### src/rtl/assert_macros.svh
// Assertion macros for the RTL files of the square-wave channel.
// No dependencies; with SYNTH defined every macro expands to nothing.
`ifndef ASSERT_MACROS_SVH
`define ASSERT_MACROS_SVH
`ifndef SYNTH
// Same-cycle implication under synchronous active-low reset.
`define ASSERT_IMPLIES(label, clk, rst_n, ante, cons) \
    label: assert property (@(posedge clk) disable iff (!rst_n) (ante) |-> (cons)) \
        else $error("assertion failed: same-cycle implication");
// Next-cycle implication under synchronous active-low reset.
`define ASSERT_NEXT(label, clk, rst_n, ante, cons) \
    label: assert property (@(posedge clk) disable iff (!rst_n) (ante) |=> (cons)) \
        else $error("assertion failed: next-cycle implication");
`else
`define ASSERT_IMPLIES(label, clk, rst_n, ante, cons)
`define ASSERT_NEXT(label, clk, rst_n, ante, cons)
`endif
`endif

### src/rtl/sqch_pkg.sv
// Package for the square-wave sound channel: operation codes, register
// indexes, stream widths and small helper functions. No dependencies.
package sqch_pkg;

    localparam int OP_W        = 3;
    localparam int IDX_W       = 3;
    localparam int BYTE_W      = 8;
    localparam int FREQ_W      = 11;
    localparam int PERIOD_W    = 14;
    localparam int VOL_W       = 4;
    localparam int LEN_W       = 7;
    localparam int IN_TDATA_W  = 16;
    localparam int OUT_TDATA_W = 16;

    typedef enum logic [OP_W-1:0] {
        OP_WRITE  = 3'd0,
        OP_READ   = 3'd1,
        OP_TICK   = 3'd2,
        OP_LENGTH = 3'd3,
        OP_SWEEP  = 3'd4,
        OP_ENV    = 3'd5
    } t_op;

    localparam logic [IDX_W-1:0] REG_SWEEP   = 3'd0;
    localparam logic [IDX_W-1:0] REG_DUTY    = 3'd1;
    localparam logic [IDX_W-1:0] REG_ENV     = 3'd2;
    localparam logic [IDX_W-1:0] REG_FREQ_LO = 3'd3;
    localparam logic [IDX_W-1:0] REG_FREQ_HI = 3'd4;

    localparam logic [LEN_W-1:0] LEN_FULL     = 7'd64;
    localparam logic [3:0]       CNT_DEFAULT  = 4'd8;
    localparam logic [VOL_W-1:0] VOL_MAX      = 4'd15;

    // Duty waveforms, MSB is step 0.
    function automatic logic duty_bit(input logic [1:0] sel, input logic [2:0] step);
        logic [7:0] wave;
        case (sel)
            2'd0:    wave = 8'h01;
            2'd1:    wave = 8'h81;
            2'd2:    wave = 8'h87;
            default: wave = 8'h7E;
        endcase
        return wave[3'd7 - step];
    endfunction

    // Timer reload: (2048 - f) * 4.
    function automatic logic [PERIOD_W-1:0] period_reload(input logic [FREQ_W-1:0] f);
        logic [FREQ_W:0] span;
        span = 12'd2048 - {1'b0, f};
        return {span, 2'b00};
    endfunction

    // Sweep target; bit 11 set means overflow past 2047.
    function automatic logic [FREQ_W:0] sweep_calc(input logic [FREQ_W-1:0] f,
                                                   input logic [2:0] shift,
                                                   input logic sub);
        logic [FREQ_W:0] delta;
        delta = {1'b0, f >> shift};
        return sub ? ({1'b0, f} - delta) : ({1'b0, f} + delta);
    endfunction

endpackage

### src/rtl/square_wave_sound_channel_top.sv
// Top level of the square-wave sound channel (sweep, envelope, length).
// Depends on sqch_pkg and assert_macros.svh.
//
// Usage:
//   Slave stream carries one operation per item: tuser = op (write, read,
//   timer tick, length clock, sweep clock, envelope clock), tdata holds
//   reg_index in [2:0] and write_data in [10:3].
//   Master stream returns exactly one item per input item: tdata holds
//   read_data [7:0], output_level [11:8], channel_on [12],
//   length_running [13]; bits [15:14] are zero.
//   Path: an accepted item is held in the input register, then the update
//   logic computes its result into the result register, which drives the
//   master stream.
//   Throughput: one item per clock while the receiver takes results. The
//   channel state updates in a single pass of short logic per item, so
//   consecutive items chain through the state register with no bubble.
//   Reset (i_rst_n low, synchronous) clears all channel state and both
//   stage valids; the first item may be offered on the cycle after.
//   When the receiver stalls, the result register holds; the input
//   register takes one more item, and then s_axis_tready drops until the
//   result is taken.
`include "assert_macros.svh"
module square_wave_sound_channel_top (
    input  logic                                i_clk,
    input  logic                                i_rst_n,
    input  logic                                s_axis_tvalid,
    output logic                                s_axis_tready,
    input  logic [sqch_pkg::IN_TDATA_W-1:0]     s_axis_tdata,   // reg_index, write_data
    input  logic [sqch_pkg::OP_W-1:0]           s_axis_tuser,   // op
    output logic                                m_axis_tvalid,
    input  logic                                m_axis_tready,
    output logic [sqch_pkg::OUT_TDATA_W-1:0]    m_axis_tdata    // read_data, output_level,
                                                                // channel_on, length_running
);
    import sqch_pkg::*;

    // Input stage
    logic              r_in_vld;
    logic [OP_W-1:0]   r_op;
    logic [IDX_W-1:0]  r_idx;
    logic [BYTE_W-1:0] r_wdata;

    // Result stage
    logic                   r_out_vld;
    logic [OUT_TDATA_W-1:0] r_out_data;

    // Channel registers
    logic [2:0]          r_sweep_per, n_sweep_per;
    logic                r_sweep_sub, n_sweep_sub;
    logic [2:0]          r_sweep_shift, n_sweep_shift;
    logic [1:0]          r_duty, n_duty;
    logic [5:0]          r_len_reload, n_len_reload;
    logic [LEN_W-1:0]    r_len_left, n_len_left;
    logic [VOL_W-1:0]    r_vol_init, n_vol_init;
    logic                r_env_inc, n_env_inc;
    logic [2:0]          r_env_per, n_env_per;
    logic [FREQ_W-1:0]   r_freq, n_freq;
    logic                r_len_gate, n_len_gate;
    logic                r_trig, n_trig;
    logic                r_enabled, n_enabled;
    logic [PERIOD_W-1:0] r_period, n_period;
    logic [2:0]          r_step, n_step;
    logic [VOL_W-1:0]    r_vol, n_vol;
    logic [3:0]          r_env_cnt, n_env_cnt;
    logic                r_env_act, n_env_act;
    logic [FREQ_W-1:0]   r_shadow, n_shadow;
    logic [3:0]          r_sweep_cnt, n_sweep_cnt;
    logic [VOL_W-1:0]    r_level, n_level;
    logic [BYTE_W-1:0]   n_rd;

    logic              adv;
    logic [FREQ_W-1:0] freq_trig;
    logic [FREQ_W:0]   trig_nf, sw_nf1, sw_nf2;
    logic [3:0]        sweep_rl, env_rl;
    logic [VOL_W-1:0]  vol_step;

    // Stage handshake: input register moves on when the result slot is free
    // or being emptied this cycle.
    assign adv           = r_in_vld && (!r_out_vld || m_axis_tready);
    assign s_axis_tready = !r_in_vld || adv;
    assign m_axis_tvalid = r_out_vld;
    assign m_axis_tdata  = r_out_data;

    always_ff @(posedge i_clk) begin
        if (!i_rst_n) begin
            r_in_vld <= 1'b0;
        end else if (s_axis_tvalid && s_axis_tready) begin
            r_in_vld <= 1'b1;
        end else if (adv) begin
            r_in_vld <= 1'b0;
        end
    end

    always_ff @(posedge i_clk) begin
        if (s_axis_tvalid && s_axis_tready) begin
            r_op    <= s_axis_tuser;
            r_idx   <= s_axis_tdata[IDX_W-1:0];
            r_wdata <= s_axis_tdata[IDX_W +: BYTE_W];
        end
    end

    // Helper values for the update logic
    assign freq_trig = {r_wdata[2:0], r_freq[7:0]};
    assign trig_nf   = sweep_calc(freq_trig, r_sweep_shift, r_sweep_sub);
    assign sw_nf1    = sweep_calc(r_shadow, r_sweep_shift, r_sweep_sub);
    assign sw_nf2    = sweep_calc(sw_nf1[FREQ_W-1:0], r_sweep_shift, r_sweep_sub);
    assign sweep_rl  = (r_sweep_per != 3'd0) ? {1'b0, r_sweep_per} : CNT_DEFAULT;
    assign env_rl    = (r_env_per != 3'd0) ? {1'b0, r_env_per} : CNT_DEFAULT;
    // Envelope step saturates at both ends
    assign vol_step  = r_env_inc ? ((r_vol < VOL_MAX) ? r_vol + 4'd1 : r_vol)
                                 : ((r_vol != 4'd0) ? r_vol - 4'd1 : r_vol);

    always_comb begin
        n_sweep_per   = r_sweep_per;
        n_sweep_sub   = r_sweep_sub;
        n_sweep_shift = r_sweep_shift;
        n_duty        = r_duty;
        n_len_reload  = r_len_reload;
        n_len_left    = r_len_left;
        n_vol_init    = r_vol_init;
        n_env_inc     = r_env_inc;
        n_env_per     = r_env_per;
        n_freq        = r_freq;
        n_len_gate    = r_len_gate;
        n_trig        = r_trig;
        n_enabled     = r_enabled;
        n_period      = r_period;
        n_step        = r_step;
        n_vol         = r_vol;
        n_env_cnt     = r_env_cnt;
        n_env_act     = r_env_act;
        n_shadow      = r_shadow;
        n_sweep_cnt   = r_sweep_cnt;
        n_level       = r_level;
        n_rd          = '0;
        case (t_op'(r_op))
            OP_WRITE: begin
                case (r_idx)
                    REG_SWEEP: begin
                        n_sweep_shift = r_wdata[2:0];
                        n_sweep_sub   = r_wdata[3];
                        n_sweep_per   = r_wdata[6:4];
                    end
                    REG_DUTY: begin
                        n_len_reload = r_wdata[5:0];
                        n_len_left   = LEN_FULL - {1'b0, r_wdata[5:0]};
                        n_duty       = r_wdata[7:6];
                    end
                    REG_ENV: begin
                        n_vol_init = r_wdata[7:4];
                        n_env_inc  = r_wdata[3];
                        n_env_per  = r_wdata[2:0];
                        n_vol      = r_wdata[7:4];
                    end
                    REG_FREQ_LO: begin
                        n_freq = {r_freq[10:8], r_wdata};
                    end
                    REG_FREQ_HI: begin
                        n_len_gate = r_wdata[6];
                        n_freq     = freq_trig;
                        n_trig     = r_wdata[7];
                        if (r_wdata[7]) begin
                            // trigger restarts envelope, timer and sweep; length reloads only if expired
                            n_enabled = 1'b1;
                            if (r_len_left == '0) begin
                                n_len_left = LEN_FULL;
                            end
                            n_env_act   = 1'b1;
                            n_env_cnt   = {1'b0, r_env_per};
                            n_vol       = r_vol_init;
                            n_period    = period_reload(freq_trig);
                            n_shadow    = freq_trig;
                            n_sweep_cnt = sweep_rl;
                            if (r_sweep_shift != 3'd0 && trig_nf[FREQ_W]) begin
                                n_enabled = 1'b0;
                            end
                        end
                    end
                    default: ;
                endcase
            end
            OP_READ: begin
                case (r_idx)
                    REG_SWEEP:   n_rd = {1'b0, r_sweep_per, r_sweep_sub, r_sweep_shift};
                    REG_DUTY:    n_rd = {r_duty, r_len_reload};
                    REG_ENV:     n_rd = {r_vol_init, r_env_inc, r_env_per};
                    REG_FREQ_LO: n_rd = r_freq[7:0];
                    REG_FREQ_HI: n_rd = {r_trig, r_len_gate, 3'b000, r_freq[10:8]};
                    default:     n_rd = '0;
                endcase
            end
            OP_TICK: begin
                if (r_period <= 14'd1) begin
                    n_period = period_reload(r_freq);
                    n_step   = r_step + 3'd1;
                end else begin
                    n_period = r_period - 14'd1;
                end
                n_level = (r_enabled && duty_bit(r_duty, n_step)) ? r_vol : '0;
            end
            OP_LENGTH: begin
                if (r_len_gate && r_len_left != '0) begin
                    n_len_left = r_len_left - 7'd1;
                    if (r_len_left == 7'd1) begin
                        n_enabled = 1'b0;
                    end
                end
            end
            OP_SWEEP: begin
                if (r_sweep_cnt <= 4'd1) begin
                    n_sweep_cnt = sweep_rl;
                    if (r_sweep_per != 3'd0) begin
                        if (sw_nf1[FREQ_W]) begin
                            n_enabled = 1'b0;
                        end else if (r_sweep_shift != 3'd0) begin
                            n_shadow = sw_nf1[FREQ_W-1:0];
                            n_freq   = sw_nf1[FREQ_W-1:0];
                            // second pass only checks overflow
                            if (sw_nf2[FREQ_W]) begin
                                n_enabled = 1'b0;
                            end
                        end
                    end
                end else begin
                    n_sweep_cnt = r_sweep_cnt - 4'd1;
                end
            end
            OP_ENV: begin
                if (r_env_cnt <= 4'd1) begin
                    n_env_cnt = env_rl;
                    if (r_env_per != 3'd0 && r_env_act) begin
                        n_vol = vol_step;
                        if (vol_step == '0 || vol_step == VOL_MAX) begin
                            n_env_act = 1'b0;
                        end
                    end
                end else begin
                    n_env_cnt = r_env_cnt - 4'd1;
                end
            end
            default: ;
        endcase
    end

    // Channel state commits when the item moves to the result stage
    always_ff @(posedge i_clk) begin
        if (!i_rst_n) begin
            r_sweep_per   <= '0;
            r_sweep_sub   <= 1'b0;
            r_sweep_shift <= '0;
            r_duty        <= '0;
            r_len_reload  <= '0;
            r_len_left    <= '0;
            r_vol_init    <= '0;
            r_env_inc     <= 1'b0;
            r_env_per     <= '0;
            r_freq        <= '0;
            r_len_gate    <= 1'b0;
            r_trig        <= 1'b0;
            r_enabled     <= 1'b0;
            r_period      <= '0;
            r_step        <= '0;
            r_vol         <= '0;
            r_env_cnt     <= '0;
            r_env_act     <= 1'b0;
            r_shadow      <= '0;
            r_sweep_cnt   <= '0;
            r_level       <= '0;
        end else if (adv) begin
            r_sweep_per   <= n_sweep_per;
            r_sweep_sub   <= n_sweep_sub;
            r_sweep_shift <= n_sweep_shift;
            r_duty        <= n_duty;
            r_len_reload  <= n_len_reload;
            r_len_left    <= n_len_left;
            r_vol_init    <= n_vol_init;
            r_env_inc     <= n_env_inc;
            r_env_per     <= n_env_per;
            r_freq        <= n_freq;
            r_len_gate    <= n_len_gate;
            r_trig        <= n_trig;
            r_enabled     <= n_enabled;
            r_period      <= n_period;
            r_step        <= n_step;
            r_vol         <= n_vol;
            r_env_cnt     <= n_env_cnt;
            r_env_act     <= n_env_act;
            r_shadow      <= n_shadow;
            r_sweep_cnt   <= n_sweep_cnt;
            r_level       <= n_level;
        end
    end

    // Result register
    always_ff @(posedge i_clk) begin
        if (!i_rst_n) begin
            r_out_vld <= 1'b0;
        end else if (adv) begin
            r_out_vld <= 1'b1;
        end else if (m_axis_tready) begin
            r_out_vld <= 1'b0;
        end
    end

    always_ff @(posedge i_clk) begin
        if (adv) begin
            r_out_data <= {2'b00, (n_len_left != '0), n_enabled, n_level, n_rd};
        end
    end

    `ASSERT_IMPLIES(a_len_range, i_clk, i_rst_n, 1'b1, r_len_left <= LEN_FULL)
    `ASSERT_IMPLIES(a_cnt_range, i_clk, i_rst_n, 1'b1,
                    r_env_cnt <= CNT_DEFAULT && r_sweep_cnt <= CNT_DEFAULT)
    `ASSERT_IMPLIES(a_period_range, i_clk, i_rst_n, 1'b1, r_period <= 14'd8192)
    `ASSERT_NEXT(a_in_held, i_clk, i_rst_n, r_in_vld && !adv, r_in_vld)
    `ASSERT_NEXT(a_len_expiry, i_clk, i_rst_n,
                 adv && r_op == OP_LENGTH && r_len_gate && r_len_left == 7'd1,
                 !r_enabled && r_len_left == '0)

endmodule
### config.mk
export PLATFORM = sky130hd
export DESIGN_NAME = square_wave_sound_channel_top
export DESIGN_NICKNAME = d
export VERILOG_FILES = /design/src/rtl/sqch_pkg.sv /design/src/rtl/square_wave_sound_channel_top.sv
export VERILOG_INCLUDE_DIRS = /design/src /design/src/rtl
export SDC_FILE = /design/constraint.sdc
export NUM_CORES = 1
export LEC_CHECK = 0
export ABC_AREA = 1
export BUFFER_PORTS_ARGS = -buffer_cell sky130_fd_sc_hd__buf_2
export CAP_MARGIN = 20
export CORE_ASPECT_RATIO = 1.2
export CORE_UTILIZATION = 55
export DETAILED_ROUTE_END_ITERATION = 10
export PLACE_DENSITY = 0.72
export SLEW_MARGIN = 0
export SYNTH_ARGS = -nofsm -noshare
export SYNTH_HDL_FRONTEND = slang
export SYNTH_SLANG_ARGS = --single-unit
export TNS_END_PERCENT = 30
### constraint.sdc
create_clock -name i_clk -period 6.21 [get_ports i_clk]
set_clock_uncertainty 0.05 [all_clocks]
set_input_delay 1.242 -clock i_clk [delete_from_list [all_inputs] [get_ports i_clk]]
set_output_delay 1.242 -clock i_clk [all_outputs]
set_load 0.01 [all_outputs]
; After elaboration in Yosys (flattened, before gate mapping)
; Cells that the tools add are included.
[op_classes]
n_addsub = 17
n_lt_le_gt_ge = 5
n_eq_ne = 27
n_shift = 3
mux = 69
reduce_logical = 40
[ops]
columns = cell, count
row1 = two-way mux 11 bit, 6
row2 = case mux 11 bit (2 select lines), 3
row3 = two-way mux 4 bit, 16
row4 = two-way mux 14 bit, 3
row5 = case mux 8 bit (5 select lines), 1
row6 = adder 11 x 11 -> 12 bit, 3
row7 = two-way mux 12 bit, 3
row8 = subtractor 11 x 11 -> 12 bit, 3
row9 = >> shifter 11 x 3 -> 11 bit, 3
row10 = case mux 4 bit (2 select lines), 4
row11 = case mux 14 bit (2 select lines), 1
row12 = case mux 7 bit (2 select lines), 2
row13 = "inequality test 2 bit, second input constant", 12
row14 = case mux 8 bit (3 select lines), 1
row15 = AND reduction 8 bit, 3
row16 = "subtractor 12 x 11 -> 12 bit, first input constant", 2
row17 = two-way mux 7 bit, 3
row18 = two-way mux 1 bit, 20
row19 = "less-or-equal comparator 14 x 1 -> 1 bit, second input constant", 1
row20 = nonzero test 7 bit, 2
row21 = "subtractor 14 x 1 -> 14 bit, second input constant", 1
row22 = "== test 3 x 2 -> 1 bit, second input constant", 4
row23 = AND reduction 3 bit, 4
row24 = AND reduction 4 bit, 3
row25 = other kinds (34), 57
[word_totals]
regBits = 119
inputBits = 23
output_inout_bits = 18
word_cells = 190

; Logic depth before layout (Yosys ltp)
[depth]
word_depth = 12
mapped_depth = 51
depth_no_buf = 50

; Worst setup path after synthesis
; Ideal clock, no wire load.
[synth_path]
kind = flip-flop to flip-flop
start = reg r_sweep_shift[1]
end = reg r_out_data[12] (netlist: m_axis_tdata[12]) (data pin)
setup_time_ns = 0.259
arrival_ns = 5.008
required_ns = 5.901
slack_ns = 0.893
path_stages_with_launch = 48
n_path_buf = 1
period_less_slack_ns = 5.317
path_cell_list = dfxtp_1 -> buf_6 -> inv_6 -> nand2_8 -> nor2_2 -> inv_2 -> o211ai_1 -> inv_1 -> nand2_1 -> inv_1 -> ha_1 -> or2_2 -> o21ai_0 -> inv_1 -> fa_1 -> inv_1 -> nand3_1 -> nand2_2 -> [... 12 more ...] -> xnor2_1 -> ha_1 -> inv_1 -> nor3_1 -> a211oi_1 -> nand2_1 -> nand2_1 -> nand2_1 -> nand2_1 -> nand3_1 -> nand2_1 -> nand2_1 -> nand2_1 -> nand3_1 -> nand2_1 -> nand2_1 -> nand2_1 -> nand3_1
[synth_via]
elab_chain_cells = 12
word_cells_on_any_way = 23
classes_between = add/sub: 6 / shift: 3 / mux: 12 / reduce/logical: 2
[synth_lines]
columns = element, line_no
row1 = start: declaration, square_wave_sound_channel_top.sv:50  ; logic [2:0] r_sweep_shift, n_sweep_shift;
row2 = start signal: assignment, square_wave_sound_channel_top.sv:272  ; r_sweep_shift <= n_sweep_shift;
row3 = >> shifter 11 x 3 -> 11 bit, sqch_pkg.sv:58  ; delta = {1'b0, f >> shift};
row4 = adder 11 x 11 -> 12 bit or subtractor 11 x 11 -> 12 bit (tied branches), sqch_pkg.sv:59  ; return sub ? ({1'b0, f} - delta) : ({1'b0, f} + delta);
row5 = two-way mux 12 bit, sqch_pkg.sv:59
row6 = >> shifter 11 x 3 -> 11 bit, sqch_pkg.sv:58
row7 = adder 11 x 11 -> 12 bit or subtractor 11 x 11 -> 12 bit (tied branches), sqch_pkg.sv:59
row8 = two-way mux 12 bit, sqch_pkg.sv:59
row9 = two-way mux 1 bit, square_wave_sound_channel_top.sv:219  ; if (sw_nf2[FREQ_W]) begin
row10 = two-way mux 1 bit, square_wave_sound_channel_top.sv:215  ; end else if (r_sweep_shift != 3'd0) begin
row11 = two-way mux 1 bit, square_wave_sound_channel_top.sv:213  ; if (sw_nf1[FREQ_W]) begin
row12 = two-way mux 1 bit, square_wave_sound_channel_top.sv:212  ; if (r_sweep_per != 3'd0) begin
row13 = two-way mux 1 bit, square_wave_sound_channel_top.sv:210  ; if (r_sweep_cnt <= 4'd1) begin
row14 = case mux 1 bit (3 select lines) *, square_wave_sound_channel_top.sv:136  ; case (t_op'(r_op))
row15 = net n_enabled, square_wave_sound_channel_top.sv:60  ; logic r_enabled, n_enabled;
row16 = end signal: assignment, square_wave_sound_channel_top.sv:307  ; r_out_data <= {2'b00, (n_len_left != '0), n_enabled, n_level, n_rd};
row17 = end: declaration, square_wave_sound_channel_top.sv:45  ; logic [OUT_TDATA_W-1:0] r_out_data;
; Mark *: on every way through the listed nets, which the timed path passes. The rest lies on a longest branch.
; A chain may end at the register's enable or synchronous reset.

; Worst setup path after layout
[layout_path]
start = reg r_shadow[7]
end = reg r_out_data[12] (netlist: m_axis_tdata[12]) (data pin)
[layout_via]
elab_chain_cells = 12
word_cells_on_any_way = 14
classes_between = add/sub: 4 / shift: 2 / mux: 8
[layout_lines]
columns = element, line_no
row1 = start: declaration, square_wave_sound_channel_top.sv:66  ; logic [FREQ_W-1:0] r_shadow, n_shadow;
row2 = start signal: assignment, square_wave_sound_channel_top.sv:288  ; r_shadow <= n_shadow;
row3 = >> shifter 11 x 3 -> 11 bit, sqch_pkg.sv:58
row4 = adder 11 x 11 -> 12 bit or subtractor 11 x 11 -> 12 bit (tied branches), sqch_pkg.sv:59
row5 = two-way mux 12 bit *, sqch_pkg.sv:59
row6 = >> shifter 11 x 3 -> 11 bit, sqch_pkg.sv:58
row7 = adder 11 x 11 -> 12 bit or subtractor 11 x 11 -> 12 bit (tied branches), sqch_pkg.sv:59
row8 = two-way mux 12 bit, sqch_pkg.sv:59
row9 = two-way mux 1 bit, square_wave_sound_channel_top.sv:219
row10 = two-way mux 1 bit, square_wave_sound_channel_top.sv:215
row11 = two-way mux 1 bit *, square_wave_sound_channel_top.sv:213
row12 = two-way mux 1 bit *, square_wave_sound_channel_top.sv:212
row13 = two-way mux 1 bit *, square_wave_sound_channel_top.sv:210
row14 = case mux 1 bit (3 select lines) *, square_wave_sound_channel_top.sv:136
row15 = net n_enabled, square_wave_sound_channel_top.sv:60
; Marks and branches as above.

==> results.py <==
metrics = {
    "status": {
        "status": "finished, violations left",
        "violations": "design-rule violations",
    },
    "floorplanning": {
        "die_y_microns": 144.1,
        "rows": 51,
        "die_area_sq_um": 17360,
        "io_pins": 41,
        "initial_core_util_pct": 56.67,
        "die_width_microns": 120.4,
        "core_area_sq_um": 16340,
    },
    "cells_and_area": {
        "fill_cells": 1551,
        "final_util_pct": 63.27,
        "diodes": 0,
        "area_growth_pct": 11.65,
        "finalNetCount": 1490,
        "drive_gt1_share_pct": 10.75,
    },
    "cts": {
        "clk_latency_ns": 0.42,
        "cts_htree_levels": 4,
        "cts.sinks": 119,
        "cts_buffers": 17,
        "ctsHoldBuffers": 0,
        "clockRootBuffer": "clkbuf_16",
        "clkTransAtPathRegs_ns": 0.06,
        "clk_path_buf_depth": 2,
        "cts_tree": "done",
    },
    "hold_path": {
        "min_path_type": "reg -> reg",
        "holdPathStages": 2,
        "hold_path.startpoint": "r_env_act",
        "holdPathEnd": "r_env_act",
    },
    "placed_design": {
        "pre_cts_ws_ns": 0.1773,
        "dpl.hpwl_mm": 20.44,
        "io_buffers": 33,
        "gp_congestion": 0.9467,
    },
    "sta": {
        "hold_violations": 0,
        "slew_headroom_pct": 28.23,
        "maxSlewViolCount": 0,
        "period_minus_slack_ns": 5.771,
        "setup_ws_ns": 0.4390,
        "fmax_mhz": 173.3,
        "tightest_slew_ns": 1.068,
        "fin_crit_sh_pct": 92.93,
        "setup_viol": 0,
    },
    "route": {
        "routedWlPerCell_microns": 16.66,
        "wl_mm": 27.39,
        "drc": 1,
        "via_per_inst": 5.793,
        "drtIter0Drc": 774,
        "first_pass_iters": 11,
        "routed-via-count": 9523,
        "drt.antenna.violating_nets": 0,
    },
    "worst_setup_path": {
        "start_kind": "flip-flop",
        "path_max_fanout": 5,
        "crit_required_ns": 6.31,
        "cp-end-kind": "flip-flop",
        "timing_worst_setup_path_type": "reg -> reg",
        "cp.buffers_inverters": 4,
        "cp_slowest_cell": "dfxtp_1",
        "r2r_start": "r_shadow[7]",
        "reg2reg_slack_ns": 0.44,
        "cpPeakStageDelay_ns": 0.45,
        "worstRegToRegCells": 44,
        "crit_arrival_ns": 5.87,
        "critical-path-top-delay-family": "simple AND/OR/NAND/NOR gates",
        "r2r-end": "m_axis_tdata[12]",
        "crit_top_cell": "nand2_1",
        "cp-startpoint": "r_shadow[7]",
    },
    "flow_run": {
        "maxCapViolCount": 0,
    },
    "yosys": {
        "synth.distinct_cells": 60,
        "async_flop_share_pct": 0,
        "netlist_area_sq_um": 9258,
        "yosys.area.top_type_share_pct": 19.68,
        "synth_edf_count": 28,
        "synthCells": 1385,
        "synth.area.top_cells": "dfxtp_1 20%, nand2_1 12%, edfxtp_1 9.1%",
        "yosys.area.top_type": "dfxtp_1",
        "synth_warnings": 0,
        "post-synth-top-count-cell": "nand2_1",
        "seq_area_frac_synth_pct": 28.76,
        "avgSynthCellArea_sq_um": 6.684,
        "yosys_register_bits": 119,
        "synth.top_cells.by_count": "284 x nand2_1, 186 x inv_1, 141 x nor2_1",
        "synth_ff_type": "dfxtp_1",
    },
    "grt": {
        "grt_max_degree": 38,
        "overflow": 0,
        "grt_first_pass_wirelength_mm": 43.60,
        "grt_use_total_pct": 32.25,
        "antenna_found_initial": 0,
        "first_global_vias": 8720,
    },
    "pwr": {
        "ir_drop_v": 0.0002101,
        "power_mw": 2.509,
        "power_density_nw_per_um2": 242.7,
        "p_leak_nw": 4.529,
    },
}
[area by class of cell]
| type | count | area [sq um] | share of cell area, % |
|---|---|---|---|
| multi-input cells | 1023 | 5703 | 55.17 |
| well taps | 212 | 265.3 | 2.566 |
| clock buffers | 21 | 440.4 | 4.261 |
| repair buffers | 60 | 375.4 | 3.632 |
| flip-flops and latches | 119 | 2670 | 25.83 |
| clock inverters | 11 | 126.4 | 1.223 |
| inverters | 198 | 755.7 | 7.311 |
[placed cells by master (no fill, tap or decap), types with 6 or more instances in the layout]
cell type	n
nor2_1	137
a311oi_2	8
a211oi_1	24
ha_1	45
o211ai_1	17
o21ai_1	11
xor2_1	28
nand3_1	84
nand2_2	10
nor4_1	6
edfxtp_1	28
a21oi_1	99
buf_4	26
inv_2	6
buf_2	33
inv_1	184
nand4_1	10
dfxtp_1	87
xnor2_1	21
clkbuf_16	17
a31oi_1	8
o21ai_0	118
a221oi_1	9
mux2i_1	6
nand2_1	280
o22ai_1	10
nor3_1	32
[stage by stage]
stage	hold WS [ns]	area, sq um	TNS (ns)	cells
final	0.4345	10340	0	1644
after global routing	0.4566	10340	-0.06813	1644
after CTS	0.4315	10160	0	1634
after detailed placement	0.4112	9590	0	1602
after global placement	0.4100	9590	0	1602
after floorplan	0.3894	9261	0	1386
[sequential cells by signal (all words and copies together) (netlist names), 4 cells and up]
register,count
r_level,4
r_freq,11
r_shadow,11
r_sweep_cnt,4
r_vol_init,4
r_len_left,7
m_axis_tdata,14
r_period,14
r_vol,4
r_env_cnt,4
r_wdata,8
r_len_reload,6
[worst max-delay path by stage]
stage / end / depth (start not counted) / slack [ns]
finish: m_axis_tdata[12] / 44 / 0.44
global placement: m_axis_tdata[12] / 43 / 0.23
global route: m_axis_tdata[12] / 47 / -0.06
CTS: m_axis_tdata[12] / 42 / 0.14
floorplan: m_axis_tdata[12] / 47 / 0.89
detailed placement: m_axis_tdata[12] / 42 / 0.18
[routing by layer]
metal	part of all wire, %	wire [microns]	track usage, %	vias to the layer above
met5	0	0	0	-
met4	4.5	1229	17.02	0
met3	7.3	2011	5.323	90
met2	46	12550	53.36	383
met1	42	11600	40.29	4335
li1	-	-	-	4715
[logic make-up (layout without fill, tap and decap cells)]
group,after synthesis,in the layout,synth area share (%)
compound gates,331,331,21.69
other cells,1,2,0.04051
buf+inv,244,290,10.61
mux,7,7,0.7569
xor+xnor,49,49,4.636
flops,119,119,28.76
simple gates,586,586,26.94
fa+ha+maj,48,48,6.568
[power by group]
group / switching [mW] / internal (mW)
logic: 0.454 / 0.253
clock network: 0.374 / 0.592
registers: 0.0219 / 0.815
total: 0.849 / 1.66
[worst reg2reg max path: cells and delay by family (launching register included)]
kind / cells / cell delay [ns]
buf+inv: 4 / 0.25
compound gates: 5 / 0.78
fa+ha+maj: 4 / 1.00
mux: 1 / 0.15
flops: 1 / 0.45
simple gates: 28 / 2.46
xor+xnor: 2 / 0.37
[what timing repair did]
| action | CTS | global route |
|---|---|---|
| setup buffers | 0 | 10 |
| hold endpoints to repair | 0 | 0 |
| gates resized for setup | 0 | 35 |
| setup endpoints to repair | 0 | 2 |
No activity file was read; power rests on OpenSTA's default activity.
